**src/hw/rtl/dpbf_pkg.sv**
```systemverilog
// ============================================================================
// dpbf_pkg: shared types and constants of the depth back-projection filter
// Holds register indexes, reset values, widths and the word structs passed
// between the front and back parts and out of the back part.
// ============================================================================
package dpbf_pkg;

   localparam int COORD_BITS_DEF = 10;
   localparam int DEPTH_BITS_DEF = 16;
   localparam int OUT_W = 18;
   localparam int CSR_IDX_W = 3;
   localparam int CSR_DATA_W = 64;

   localparam logic [CSR_IDX_W-1:0] REG_IMAGE_CENTER  = 3'd0;
   localparam logic [CSR_IDX_W-1:0] REG_INVERSE_FOCAL = 3'd1;
   localparam logic [CSR_IDX_W-1:0] REG_POSE_ROW_X    = 3'd2;
   localparam logic [CSR_IDX_W-1:0] REG_POSE_ROW_Y    = 3'd3;
   localparam logic [CSR_IDX_W-1:0] REG_POSE_ROW_Z    = 3'd4;
   localparam logic [CSR_IDX_W-1:0] REG_NEAR_LIMIT    = 3'd5;
   localparam logic [CSR_IDX_W-1:0] REG_FAR_LIMIT     = 3'd6;

   localparam logic [31:0] CENTER_RESET = 32'd251139064;
   localparam logic [47:0] INVF_RESET   = 48'd536149523669;
   localparam logic [63:0] ROWX_RESET   = 64'd16384;
   localparam logic [63:0] ROWY_RESET   = 64'd1073741824;
   localparam logic [63:0] ROWZ_RESET   = 64'd70368744177664;
   localparam logic signed [15:0] NEAR_RESET = 16'sd200;
   localparam logic signed [15:0] FAR_RESET  = 16'sd600;

   localparam int QUEUE_DEPTH = 4;
   localparam int QUEUE_AW = 2;

   // Back-projected camera point plus color; camera x/y fit in 44 bits.
   localparam int CAM_W = 44;
   typedef struct packed {
      logic signed [CAM_W-1:0] cam_x;
      logic signed [CAM_W-1:0] cam_y;
      logic [15:0]             cam_z;
      logic [7:0]              red;
      logic [7:0]              green;
      logic [7:0]              blue;
   } cam_word_type;

   typedef struct packed {
      logic signed [OUT_W-1:0] world_x;
      logic signed [OUT_W-1:0] world_y;
      logic signed [OUT_W-1:0] world_z;
      logic [7:0]              red;
      logic [7:0]              green;
      logic [7:0]              blue;
   } point_word_type;

endpackage

```
**src/hw/rtl/dpbf_queue.sv**
```systemverilog
// ============================================================================
// dpbf_queue: short word queue between front and back
// A small circular buffer that lets either side stall on its own.
// ============================================================================
module dpbf_queue (
   input  logic                   clock,
   input  logic                   reset,
   input  logic                   in_valid,
   output logic                   in_ready,
   input  dpbf_pkg::cam_word_type in_word,
   output logic                   out_valid,
   input  logic                   out_ready,
   output dpbf_pkg::cam_word_type out_word
);
   localparam int AW = dpbf_pkg::QUEUE_AW;

   dpbf_pkg::cam_word_type mem_ff [dpbf_pkg::QUEUE_DEPTH];
   logic [AW-1:0] wr_ff, rd_ff;
   logic [AW:0]   cnt_ff;
   logic push, pop;

   assign in_ready  = cnt_ff != (AW+1)'(dpbf_pkg::QUEUE_DEPTH);
   assign out_valid = cnt_ff != '0;
   assign out_word  = mem_ff[rd_ff];
   assign push = in_valid && in_ready;
   assign pop  = out_valid && out_ready;

   always_ff @(posedge clock) begin
      if (reset) begin
         wr_ff  <= '0;
         rd_ff  <= '0;
         cnt_ff <= '0;
      end else begin
         if (push) wr_ff <= wr_ff + 1'b1;
         if (pop)  rd_ff <= rd_ff + 1'b1;
         cnt_ff <= cnt_ff + (AW+1)'(push) - (AW+1)'(pop);
      end
   end

   always_ff @(posedge clock) begin
      if (push) mem_ff[wr_ff] <= in_word;
   end
endmodule

```
**config.mk**
```make
export PLATFORM = sky130hd
export DESIGN_NAME = dpbf_queue
export DESIGN_NICKNAME = d
export VERILOG_FILES = /design/src/hw/rtl/dpbf_pkg.sv /design/src/hw/rtl/dpbf_queue.sv
export SDC_FILE = /design/constraint.sdc
export NUM_CORES = 1
export LEC_CHECK = 0
export BUFFER_PORTS_ARGS = -buffer_cell sky130_fd_sc_hd__clkbuf_2
export CORE_AREA = 2 2 264 188
export CTS_CLUSTER_DIAMETER = 100
export DETAILED_ROUTE_END_ITERATION = 6
export DIE_AREA = 0 0 266 190
export HOLD_SLACK_MARGIN = 0.02
export PLACE_DENSITY = 0.63
export RECOVER_POWER = 25
export SYNTH_ARGS = -nofsm -noshare
export SYNTH_HDL_FRONTEND = slang
export SYNTH_SLANG_ARGS = --single-unit
```
**constraint.sdc**
```tcl
create_clock -name clock -period 4.48 [get_ports clock]
set_input_delay 0.896 -clock clock [delete_from_list [all_inputs] [get_ports clock]]
set_output_delay 0.896 -clock clock [all_outputs]
set_load 0.01 [all_outputs]
```
# Word-level counts from Yosys, hierarchy flattened
# Memory sizes are Yosys's and may differ from the RTL's. A register that Yosys moved wholly into a read port is not among the register bits.
# Cells that the tools add are included.
# W data, S select, Z words.
[word_totals] reg_bits=7 mem_bits_rw=512 inputBits=132 output_inout_bits=130 wordCells=16 memories=1
[classes] n_addsub=4 n_eq_ne=1 mux=4 reduce_logical=3
[mem_list] memory="mem_ff" depth=4 word_bits=128 rd=1 rd_clocked_by_memory_dff=1 wr=1 line_no="dpbf_queue.sv:17" source="dpbf_pkg::cam_word_type mem_ff [dpbf_pkg::QUEUE_DEPTH];"
[op_table] op="$add A2 B1 Y2 const B" n=2
[op_table] op="$mux W2" n=2
[op_table] op="$add A3 B1 Y3" n=1
[op_table] op="$ne A3 B3 Y1 const B" n=1
[op_table] op="$reduce_bool A3 Y1" n=1
[op_table] op="$sub A3 B1 Y3" n=1
[op_table] op="$logic_and A1 B1 Y1" n=2
[op_table] op="$mux W1" n=2

# Depth between registers and ports, before layout
# Gate-level depths: netlist of run 1.
[logic_depth] ltp_word=4 mapped_depth=11 mapped_depth_nobuf=11

# Worst setup path after synthesis of run 1
# OpenSTA, ideal clock, no wires.
[synth_timing] kind="input port to flip-flop" startpoint="input in_valid" endpoint="memory mem_ff[2][0] (netlist bit), enable pin" setup_time_ps=502 arrival_ps=4138 required_ps=3978 setup_slack_ps=-160 path_stages=2 n_path_buf=0 path_cell_list="a21boi_2 > and2_1"
[synth_between] elab_chain_cells=3
[synth_rtl] item="start: declaration" line_no="dpbf_queue.sv:8" source="input logic in_valid,"
[synth_rtl] item="$logic_and A1 B1 Y1" line_no="dpbf_queue.sv:25" source="assign push = in_valid && in_ready;"
[synth_rtl] item="$mux W1" line_no="dpbf_queue.sv:41" source="if (push) mem_ff[wr_ff] <= in_word;"
[synth_rtl] item="$mux W1 (not written as such)" line_no="dpbf_queue.sv:41"
[synth_rtl] item="end: declaration" line_no="dpbf_queue.sv:17"
# Every way passes these cells.

==> metrics.yaml, run 1 <==
insertion_delay_ns: 0.57
final_common_cell: "edfxtp_1"
synthAdderAreaFrac_pct: 0.499
synth.distinct_cells: 24
core-area_sq_um: 48300
cts-resized-gates: 0
grt_max_degree: 129
dp_cells: 1594
arrival_ns: 2.56
ys_ff_latch: 521
maxSlewViolCount: 0
die_area_sq_um: 50500
boundaryPins: 262
ant_nets: 0
synth.net_count: 856
grt_pass1_wl_um: 55400
clk_pin_slew_ns: 0.06
wl_per_cell_um: 22.0
maxCapViolCount: 0
yosysWarnings: 0
min_delay_path_depth: 2
dr.first_iter.drc_count: 667
fin_util_pct: 46.5
finalSetupViolCount: 0
min_from: "wr_ff[1]$_SDFFE_PP0P_"
leakage_nw: 7.27
avgViaCountPerCell: 5.00
r2r-end: "cnt_ff[2]$_SDFF_PP0_"
cts_max_level: 2
hold_buffers: 0
synth-compound-area-share_pct: 0.151
seq_area_frac_synth_pct: 81.7
rrSetupSlack_ns: 2.06
drc: 0
syn_area_sq_um: 19000
firstDrtPassIters: 4
holdCritPathClass: "flop to flop"
hpwl_um: 21500
clock_skew_ns: 0.0127
synth_top_family_by_area: "multiplexers"
cts.sinks: 521
numCtsBuffers: 49
path_max_fanout: 37
synth_mux_area_share_pct: 15.3
clockBufferDepth: 3
period_share_pct: 77.1
antenna_found_initial: 7
final_cell_mix: "512 x edfxtp_1, 183 x clkbuf_2, 128 x mux4_2"
grt_setup_unrepaired: "false"
dpl_worst_slack_ns: 1.52
crit_type: "flop to output pin"
cts_tree: "yes"
netlist.area_leader.share_pct: 80.7
area_delta_synth_final_pct: 18.0
hold_path_end: "wr_ff[1]$_SDFFE_PP0P_"
power_mw: 13.1
synth_xor_area_share_pct: 0.138
num_rows: 68
start_kind: "flop"
netlist.top_cell.by_area: "edfxtp_1"
final-hold-violation-count: 0
worst_slew_pin_slew_ns: 0.893
place_congestion: 0.723
synthCells: 717
grt_pass1_vias: 8874
relSlewSlack_pct: 40.5
die_h_um: 190
tns_ns: 0
r2r_cells: 11
initial_utilization_pct: 39.4
final_cells: 1683
via_count: 8408
power_density_nw_per_um2: 581
synth.avg_cell_area_sq_um: 26.6
routed_wl_um: 37000
nets: 1154
root_buffer: "clkbuf_16"
synth_simple_gate_area_share_pct: 0.499
postCtsSetupBuffers: 0
gr-total-overflow: 0
drive_gt1_share_pct: 38.1
synth.area.top_cells: "edfxtp_1 81%, mux4_2 15%, buf_12 1.1%"
r2r_start: "cnt_ff[1]$_SDFF_PP0_"
worst_ep_required_time_ns: 3.58
end_kind: "output pin"
worst_hold_slack_ns: 0.525
fin_crit_ns: 3.45
die_x_um: 266
status: "finished clean"
final_area_sq_um: 22500
fmax_ghz: 0.290
portBuffers: 261
grtUsageTotal_pct: 14.7
worst_slack_ns: 1.03
ir_worst_vdd_v: 0.000295
dpl_cell_area_sq_um: 21100
-- power by group --
group / internal (mW) / switching [mW] / leakage, nW
sequential: 5.97 / 0.216 / 4.76
combinational: 1.38 / 1.57 / 1.78
clock: 2.23 / 1.69 / 0.726
-- layer usage --
layer | GRT usage, % | wire length [um] | part of all wire, %
met4 | 4.11 | 689 | 1.9
met3 | 5.57 | 3360 | 9.1
met5 | 0 | 36 | 0.097
met1 | 20.1 | 16100 | 44
met2 | 22.2 | 16800 | 45
-- sequential cells by signal (all words and copies together) (netlist names), named ones only --
signal	count
wr_ff	2
cnt_ff	3
mem_ff	512
rd_ff	2
-- critical path, cell delays in order (launching register included) --
cell and delay [ns]:
dfxtp_4 0.92, buf_4 0.33, mux4_2 0.56, clkbuf_2 0.15
-- cells by family after synthesis --
| family | after synthesis |
|---|---|
| XOR/XNOR | 3 |
| multiplexers | 130 |
| buffers and inverters | 34 |
| flip-flops | 521 |
| adder cells (fa/ha/maj) | 7 |
| AO/OA/AOI/OAI | 3 |
| AND/OR/NAND/NOR | 19 |
-- final cells by class --
cell class / instances / area [sq um]
clock inverters: 26 / 234
repair buffers: 276 / 1430
well taps: 630 / 788
multi-input cells: 162 / 3160
fillers: 4058 / 25900
diodes: 6 / 15.0
inverters: 5 / 18.8
flip-flops and latches: 521 / 15600
clock buffers: 57 / 1260
-- worst max path at each step --
| stage | start | to | slack [ns] | depth (start not counted) |
|---|---|---|---|---|
| final | flop | out_word[104] | 1.03 | 3 |
| after floorplan | in_valid | mem_ff[0][0]$_DFFE_PP_ | 1.26 | 2 |
| after detailed placement | flop | out_word[104] | 1.52 | 3 |
| after CTS | flop | out_word[104] | 0.89 | 3 |
| after global routing | flop | out_word[104] | 0.83 | 3 |
| after global placement | flop | out_word[104] | 1.53 | 3 |
-- synth_stat cells (all sizes together) --
| cell type | instances |
|---|---|
| nand2b | 2 |
| nor3 | 1 |
| dfxtp | 9 |
| mux2i | 1 |
| fa | 1 |
| and2 | 5 |
| mux2 | 1 |
| ha | 6 |
| buf | 27 |
| xor2 | 2 |
| inv | 5 |
| edfxtp | 512 |
| o31a | 1 |
| or3 | 1 |
| xnor2 | 1 |
| nand2 | 1 |
| a21boi | 1 |
| nor2b | 1 |
| mux4 | 128 |
| clkbuf | 2 |
| nor2 | 8 |
| o311ai | 1 |
No activity file was read; power rests on OpenSTA's default activity.
==> inputs of run 2 (changes only) <==
--- a/config.mk
+++ b/config.mk
@@ -11,7 +11,7 @@
 export DETAILED_ROUTE_END_ITERATION = 6
 export DIE_AREA = 0 0 266 190
 export HOLD_SLACK_MARGIN = 0.02
-export PLACE_DENSITY = 0.63
+export PLACE_DENSITY = 0.61
 export RECOVER_POWER = 25
 export SYNTH_ARGS = -nofsm -noshare
 export SYNTH_HDL_FRONTEND = slang
==> constraint.sdc (replaced) <==
create_clock -name clock -period 3.5 [get_ports clock]
set_input_delay 0.7 -clock clock [delete_from_list [all_inputs] [get_ports clock]]
set_output_delay 0.7 -clock clock [all_outputs]
set_load 0.01 [all_outputs]
==> run 2 against run 1 <==
Compared with the run above:
- total power up 32%
- clock power up 42%
- non-clock buffer count grew 5
- global-route usage decreased by 0.32 points
- via count rose by 0.45%
- sequential cell count stayed put
- wire length decreased by 1.3%
- critical endpoint is now out_word[50]
- largest cell class unchanged
- highest routed layer unchanged
==> metrics.yaml, run 2 (same netlist as run 1, synthesis figures left out) <==
status: "finished clean"  # unchanged
root_buffer: "clkbuf_16"  # unchanged
gr-total-overflow: 0  # unchanged
drc: 0  # unchanged
crit_type: "flop to output pin"  # unchanged
period_share_pct: 86.5
avgViaCountPerCell: 5.00  # about the same
insertion_delay_ns: 0.58  # was 0.57 ns
cts-resized-gates: 0  # unchanged
wl_met2_um: 17000  # was 16800 um
path_max_fanout: 18  # was 37
clockBufferDepth: 3  # unchanged
largest_reg_flops: 512  # unchanged
cts_max_level: 2  # unchanged
finalSetupViolCount: 0  # unchanged
worst_ep_required_time_ns: 2.80  # was 3.58 ns
clk_pin_slew_ns: 0.06  # about the same
die_area_sq_um: 50500  # unchanged
maxCapViolCount: 0  # unchanged
tns_ns: 0  # unchanged
fin_crit_ns: 3.03
final_cell_mix: "512 x edfxtp_1, 183 x clkbuf_2, 128 x mux4_2"  # unchanged
place_congestion: 0.693  # was 0.723
grt_pass1_wl_um: 54300  # was 55400 um
num_rows: 68  # unchanged
maxSlewViolCount: 0  # unchanged
final_area_sq_um: 22800  # was 22500 sq um
arrival_ns: 2.33  # was 2.56 ns
ir_worst_vdd_v: 0.000543  # was 0.000295 V
worst_slew_pin_slew_ns: 0.593  # was 0.893 ns
drive_gt1_share_pct: 39.0  # was 38.1%
hpwl_um: 21500  # about the same
final-hold-violation-count: 0  # unchanged
fmax_ghz: 0.330
core-area_sq_um: 48300  # unchanged
fillers: 3970  # was 4058
leakage_nw: 7.42  # was 7.27 nW
firstDrtPassIters: 4  # unchanged
holdCritPathClass: "input port to flop"  # was flop to flop
via_count: 8446  # was 8408
clock_skew_ns: 0.00904  # was 0.0127 ns
boundaryPins: 262  # unchanged
grt_pass1_vias: 8893  # was 8874
regMostFlops: "mem_ff"  # unchanged
area_delta_synth_final_pct: 19.8  # was 18.0%
worst_slack_ns: 0.473  # was 1.03 ns
dr.first_iter.drc_count: 575  # was 667
min_delay_path_depth: 1  # was 2
dpl_worst_slack_ns: 0.912  # was 1.52 ns
end_kind: "output pin"  # unchanged
reg_top3: "mem_ff (512), cnt_ff (3)"  # unchanged
wl_per_cell_um: 21.6  # was 22.0 um
grt_setup_unrepaired: "false"  # unchanged
routed_wl_um: 36500  # was 37000 um
power_mw: 17.3  # was 13.1 mW
r2r_cells: 11  # unchanged
power_density_nw_per_um2: 757  # was 581 nW/um^2
start_kind: "flop"  # unchanged
hold_buffers: 0  # unchanged
worst_hold_slack_ns: 0.338  # was 0.525 ns
cts_tree: "yes"  # unchanged
wl_met3_um: 3260  # was 3360 um
initial_utilization_pct: 39.4  # unchanged
die_x_um: 266  # unchanged
postCtsSetupBuffers: 0  # unchanged
ant_nets: 0  # unchanged
numCtsBuffers: 51  # was 49
die_h_um: 190  # unchanged
grt_max_degree: 75  # was 129
dpl_cell_area_sq_um: 21200  # was 21100 sq um
grtUsageTotal_pct: 14.4  # was 14.7%
antenna_found_initial: 4  # was 7
cts.sinks: 521  # unchanged
relSlewSlack_pct: 60.5  # was 40.5%
portBuffers: 261  # unchanged
nets: 1161  # was 1154
wl_met1_um: 15500  # was 16100 um
routed.top_layer: "met5"  # unchanged
final_common_cell: "edfxtp_1"  # unchanged
[run 2: cell count changes in the layout (fill, tap and decap cells not counted), moves of 3 or more]
cell / previous run / this run
bufinv_16: 4 / 7
clkbuf_1: 86 / 82
clkbuf_16: 49 / 53
buf_12: 9 / 17
buf_4: 6 / 3
[run 2: final timing paths]
check	start	endpoint	slack (ns)
worst max-delay path	flop	out_word[50]	0.47
worst min-delay path	in_word[112]	mem_ff[3][112]$_DFFE_PP_	0.34
worst max register to register	cnt_ff[1]$_SDFF_PP0_	cnt_ff[2]$_SDFF_PP0_	1.12
worst min register to register	rd_ff[1]$_SDFFE_PP0P_	flop	0.54
[run 2: stage by stage]
stage,instances,util (%)
finish,1690,47.2
global route,1686,47.2
CTS,1686,47.4
detailed placement,1599,43.9
global placement,1599,43.9
floorplan,717,-
[run 2: report_power, final]
part / internal, mW / switching [mW]
logic: 1.80 / 2.04
clock network: 3.30 / 2.25
registers: 7.64 / 0.226
total: 12.7 / 4.52
[run 2: area by class of cell]
type	count	area, sq um	area share [%]
Antenna cell	4	10.0	0.0439
Clock buffer	59	1370	6.00
Clock inverter	28	324	1.42
Inverter	5	18.8	0.0823
Multi-Input combinational cell	162	3160	13.9
Sequential cell	521	15600	68.2
Tap cell	630	788	3.46
Timing Repair Buffer	281	1570	6.89
[run 2: per-layer routing]
layer	GRT usage [%]	vias up
li1	-	3711
met1	19.0	4428
met2	22.2	243
met3	5.68	62
met4	4.17	2
met5	0	-
[run 2: critical path, stage by stage (launching register included)]
cell and delay [ns]:
dfxtp_4 0.61, buf_4 0.40, mux4_2 0.56, clkbuf_2 0.15
==> inputs of run 3 (changes only) <==
--- a/config.mk
+++ b/config.mk
@@ -6,12 +6,14 @@
 export NUM_CORES = 1
 export LEC_CHECK = 0
 export BUFFER_PORTS_ARGS = -buffer_cell sky130_fd_sc_hd__clkbuf_2
+export CELL_PAD_IN_SITES_DETAIL_PLACEMENT = 0
+export CELL_PAD_IN_SITES_GLOBAL_PLACEMENT = 2
 export CORE_AREA = 2 2 264 188
 export CTS_CLUSTER_DIAMETER = 100
 export DETAILED_ROUTE_END_ITERATION = 6
 export DIE_AREA = 0 0 266 190
-export HOLD_SLACK_MARGIN = 0.02
-export PLACE_DENSITY = 0.61
+export HOLD_SLACK_MARGIN = 0.05
+export PLACE_DENSITY = 0.73
 export RECOVER_POWER = 25
 export SYNTH_ARGS = -nofsm -noshare
 export SYNTH_HDL_FRONTEND = slang
==> run 3 against run 2 <==
Compared with the run above:
- cell count grew 0.53%
- highest routed layer unchanged
- sequential share of layout area rose by 0.61 points
- non-clock buffer count grew 12
- setup slack lost 0.095 ns
- largest power group unchanged
- sequential power grew 0.6%
- count of clock-buffer cells in the layout is 6 higher
- global-route usage shrank 0.16 points
- largest cell class unchanged
==> metrics.yaml, run 3 (same netlist as run 1, synthesis figures left out) <==
status: "finished clean"  # unchanged
routed_wl_um: 36000  # was 36500 um
clk_pin_slew_ns: 0.06  # about the same
hold_buffers: 0  # unchanged
path_max_fanout: 31  # was 18
worst_slack_ns: 0.378  # was 0.473 ns
gr-total-overflow: 0  # unchanged
ant_nets: 0  # unchanged
clock_skew_ns: 0.0107  # was 0.00904 ns
numCtsBuffers: 49  # was 51
dpl_worst_slack_ns: 0.818  # was 0.912 ns
arrival_ns: 2.42  # was 2.33 ns
holdCritPathClass: "input port to flop"  # unchanged
relSlewSlack_pct: 52.5  # was 60.5%
clockBufferDepth: 3  # unchanged
fin_crit_ns: 3.12  # was 3.03 ns
grt_setup_unrepaired: "false"  # unchanged
cts_tree: "yes"  # unchanged
place_congestion: 0.688  # was 0.693
final_common_cell: "edfxtp_1"  # unchanged
final-hold-violation-count: 0  # unchanged
antenna_found_initial: 6  # was 4
insertion_delay_ns: 0.57  # was 0.58 ns
power_density_nw_per_um2: 735  # was 757 nW/um^2
fmax_ghz: 0.320  # was 0.330 GHz
core-area_sq_um: 48300  # unchanged
ir_worst_vdd_v: 0.000533  # was 0.000543 V
boundaryPins: 262  # unchanged
period_share_pct: 89.2  # was 86.5%
met3_usage_pct: 5.09  # was 5.68%
wl_per_cell_um: 21.2  # was 21.6 um
area_delta_synth_final_pct: 18.7  # was 19.8%
register_area_sq_um: 15600  # unchanged
die_x_um: 266  # unchanged
largest_reg_flops: 512  # unchanged
via_count: 8425  # was 8446
drive_gt1_share_pct: 38.2  # was 39.0%
maxCapViolCount: 0  # unchanged
grt_max_degree: 58  # was 75
grt_util_met1_pct: 18.9  # was 19.0%
final_area_sq_um: 22600  # was 22800 sq um
end_kind: "output pin"  # unchanged
power_mw: 16.6  # was 17.3 mW
cts.sinks: 521  # unchanged
final_cell_mix: "512 x edfxtp_1, 180 x clkbuf_2, 128 x mux4_2"  # was 512 x edfxtp_1, 183 x clkbuf_2, 128 x mux4_2
finalSetupViolCount: 0  # unchanged
firstDrtPassIters: 5  # was 4
tns_ns: 0  # unchanged
grt_pass1_wl_um: 53800  # was 54300 um
grt.busiest_layer: "met2"  # unchanged
regMostFlops: "mem_ff"  # unchanged
maxSlewViolCount: 0  # unchanged
multi_input_area_sq_um: 3160  # unchanged
dr.first_iter.drc_count: 559  # was 575
nets: 1171  # was 1161
portBuffers: 261  # unchanged
cts_max_level: 2  # unchanged
initial_utilization_pct: 39.4  # unchanged
avgViaCountPerCell: 4.96  # was 5.00
die_area_sq_um: 50500  # unchanged
dpl_cell_area_sq_um: 21300  # was 21200 sq um
cts-resized-gates: 0  # unchanged
hpwl_um: 22200  # was 21500 um
root_buffer: "clkbuf_16"  # unchanged
grt_pass1_vias: 8915  # was 8893
grtUsageTotal_pct: 14.2  # was 14.4%
met2_usage_pct: 22.4  # was 22.2%
num_rows: 68  # unchanged
leakage_nw: 7.35  # was 7.42 nW
fin_util_pct: 46.8  # was 47.2%
postCtsSetupBuffers: 0  # unchanged
start_kind: "flop"  # unchanged
crit_type: "flop to output pin"  # unchanged
die_h_um: 190  # unchanged
worst_slew_pin_slew_ns: 0.713  # was 0.593 ns
worst_ep_required_time_ns: 2.80  # about the same
fillers: 4044  # was 3970
drc: 0  # unchanged
reg_top3: "mem_ff (512), cnt_ff (3)"  # unchanged
==> run 3: worst max-delay path, cell delays in order (launching register included) <==
cell	delay, ns
dfxtp_4	0.81
buf_12	0.31
mux4_2	0.55
clkbuf_2	0.15
==> run 3: final timing paths <==
path	from	endpoint	slack (ns)	depth (start not counted)
max	flop	out_word[10]	0.38	3
min	in_word[112]	mem_ff[0][112]$_DFFE_PP_	0.35	1
max reg2reg	cnt_ff[1]$_SDFF_PP0_	cnt_ff[2]$_SDFF_PP0_	1.08	11
min reg2reg	wr_ff[1]$_SDFFE_PP0P_	wr_ff[1]$_SDFFE_PP0P_	0.52	2
==> run 3: area by class of cell <==
cell class,instances,share of cell area (%)
diodes,2,0.0221
flip-flops and latches,521,68.9
inverters,5,0.0830
clock inverters,21,0.526
clock buffers,65,5.88
multi-input cells,162,14.0
repair buffers,293,7.17
well taps,630,3.49
==> run 3: per-stage QoR <==
stage | instances | hold WS (ns)
after global routing | 1697 | 0.337
after global placement | 1611 | 0.510
after floorplan | 717 | 0.482
final | 1699 | 0.350
after detailed placement | 1611 | 0.509
after CTS | 1697 | 0.297
==> run 3: routing by layer <==
layer | vias to the layer above | wire (um)
met4 | 6 | 597
met1 | 4418 | 15600
li1 | 3722 | -
met3 | 52 | 3010
met2 | 227 | 16700
met5 | - | 34
==> run 3: power by group <==
| group | internal (mW) | switching [mW] | total (mW) |
|---|---|---|---|
| combinational | 1.85 | 2.00 | 3.85 |
| sequential | 7.63 | 0.274 | 7.91 |
| clock | 2.72 | 2.14 | 4.86 |
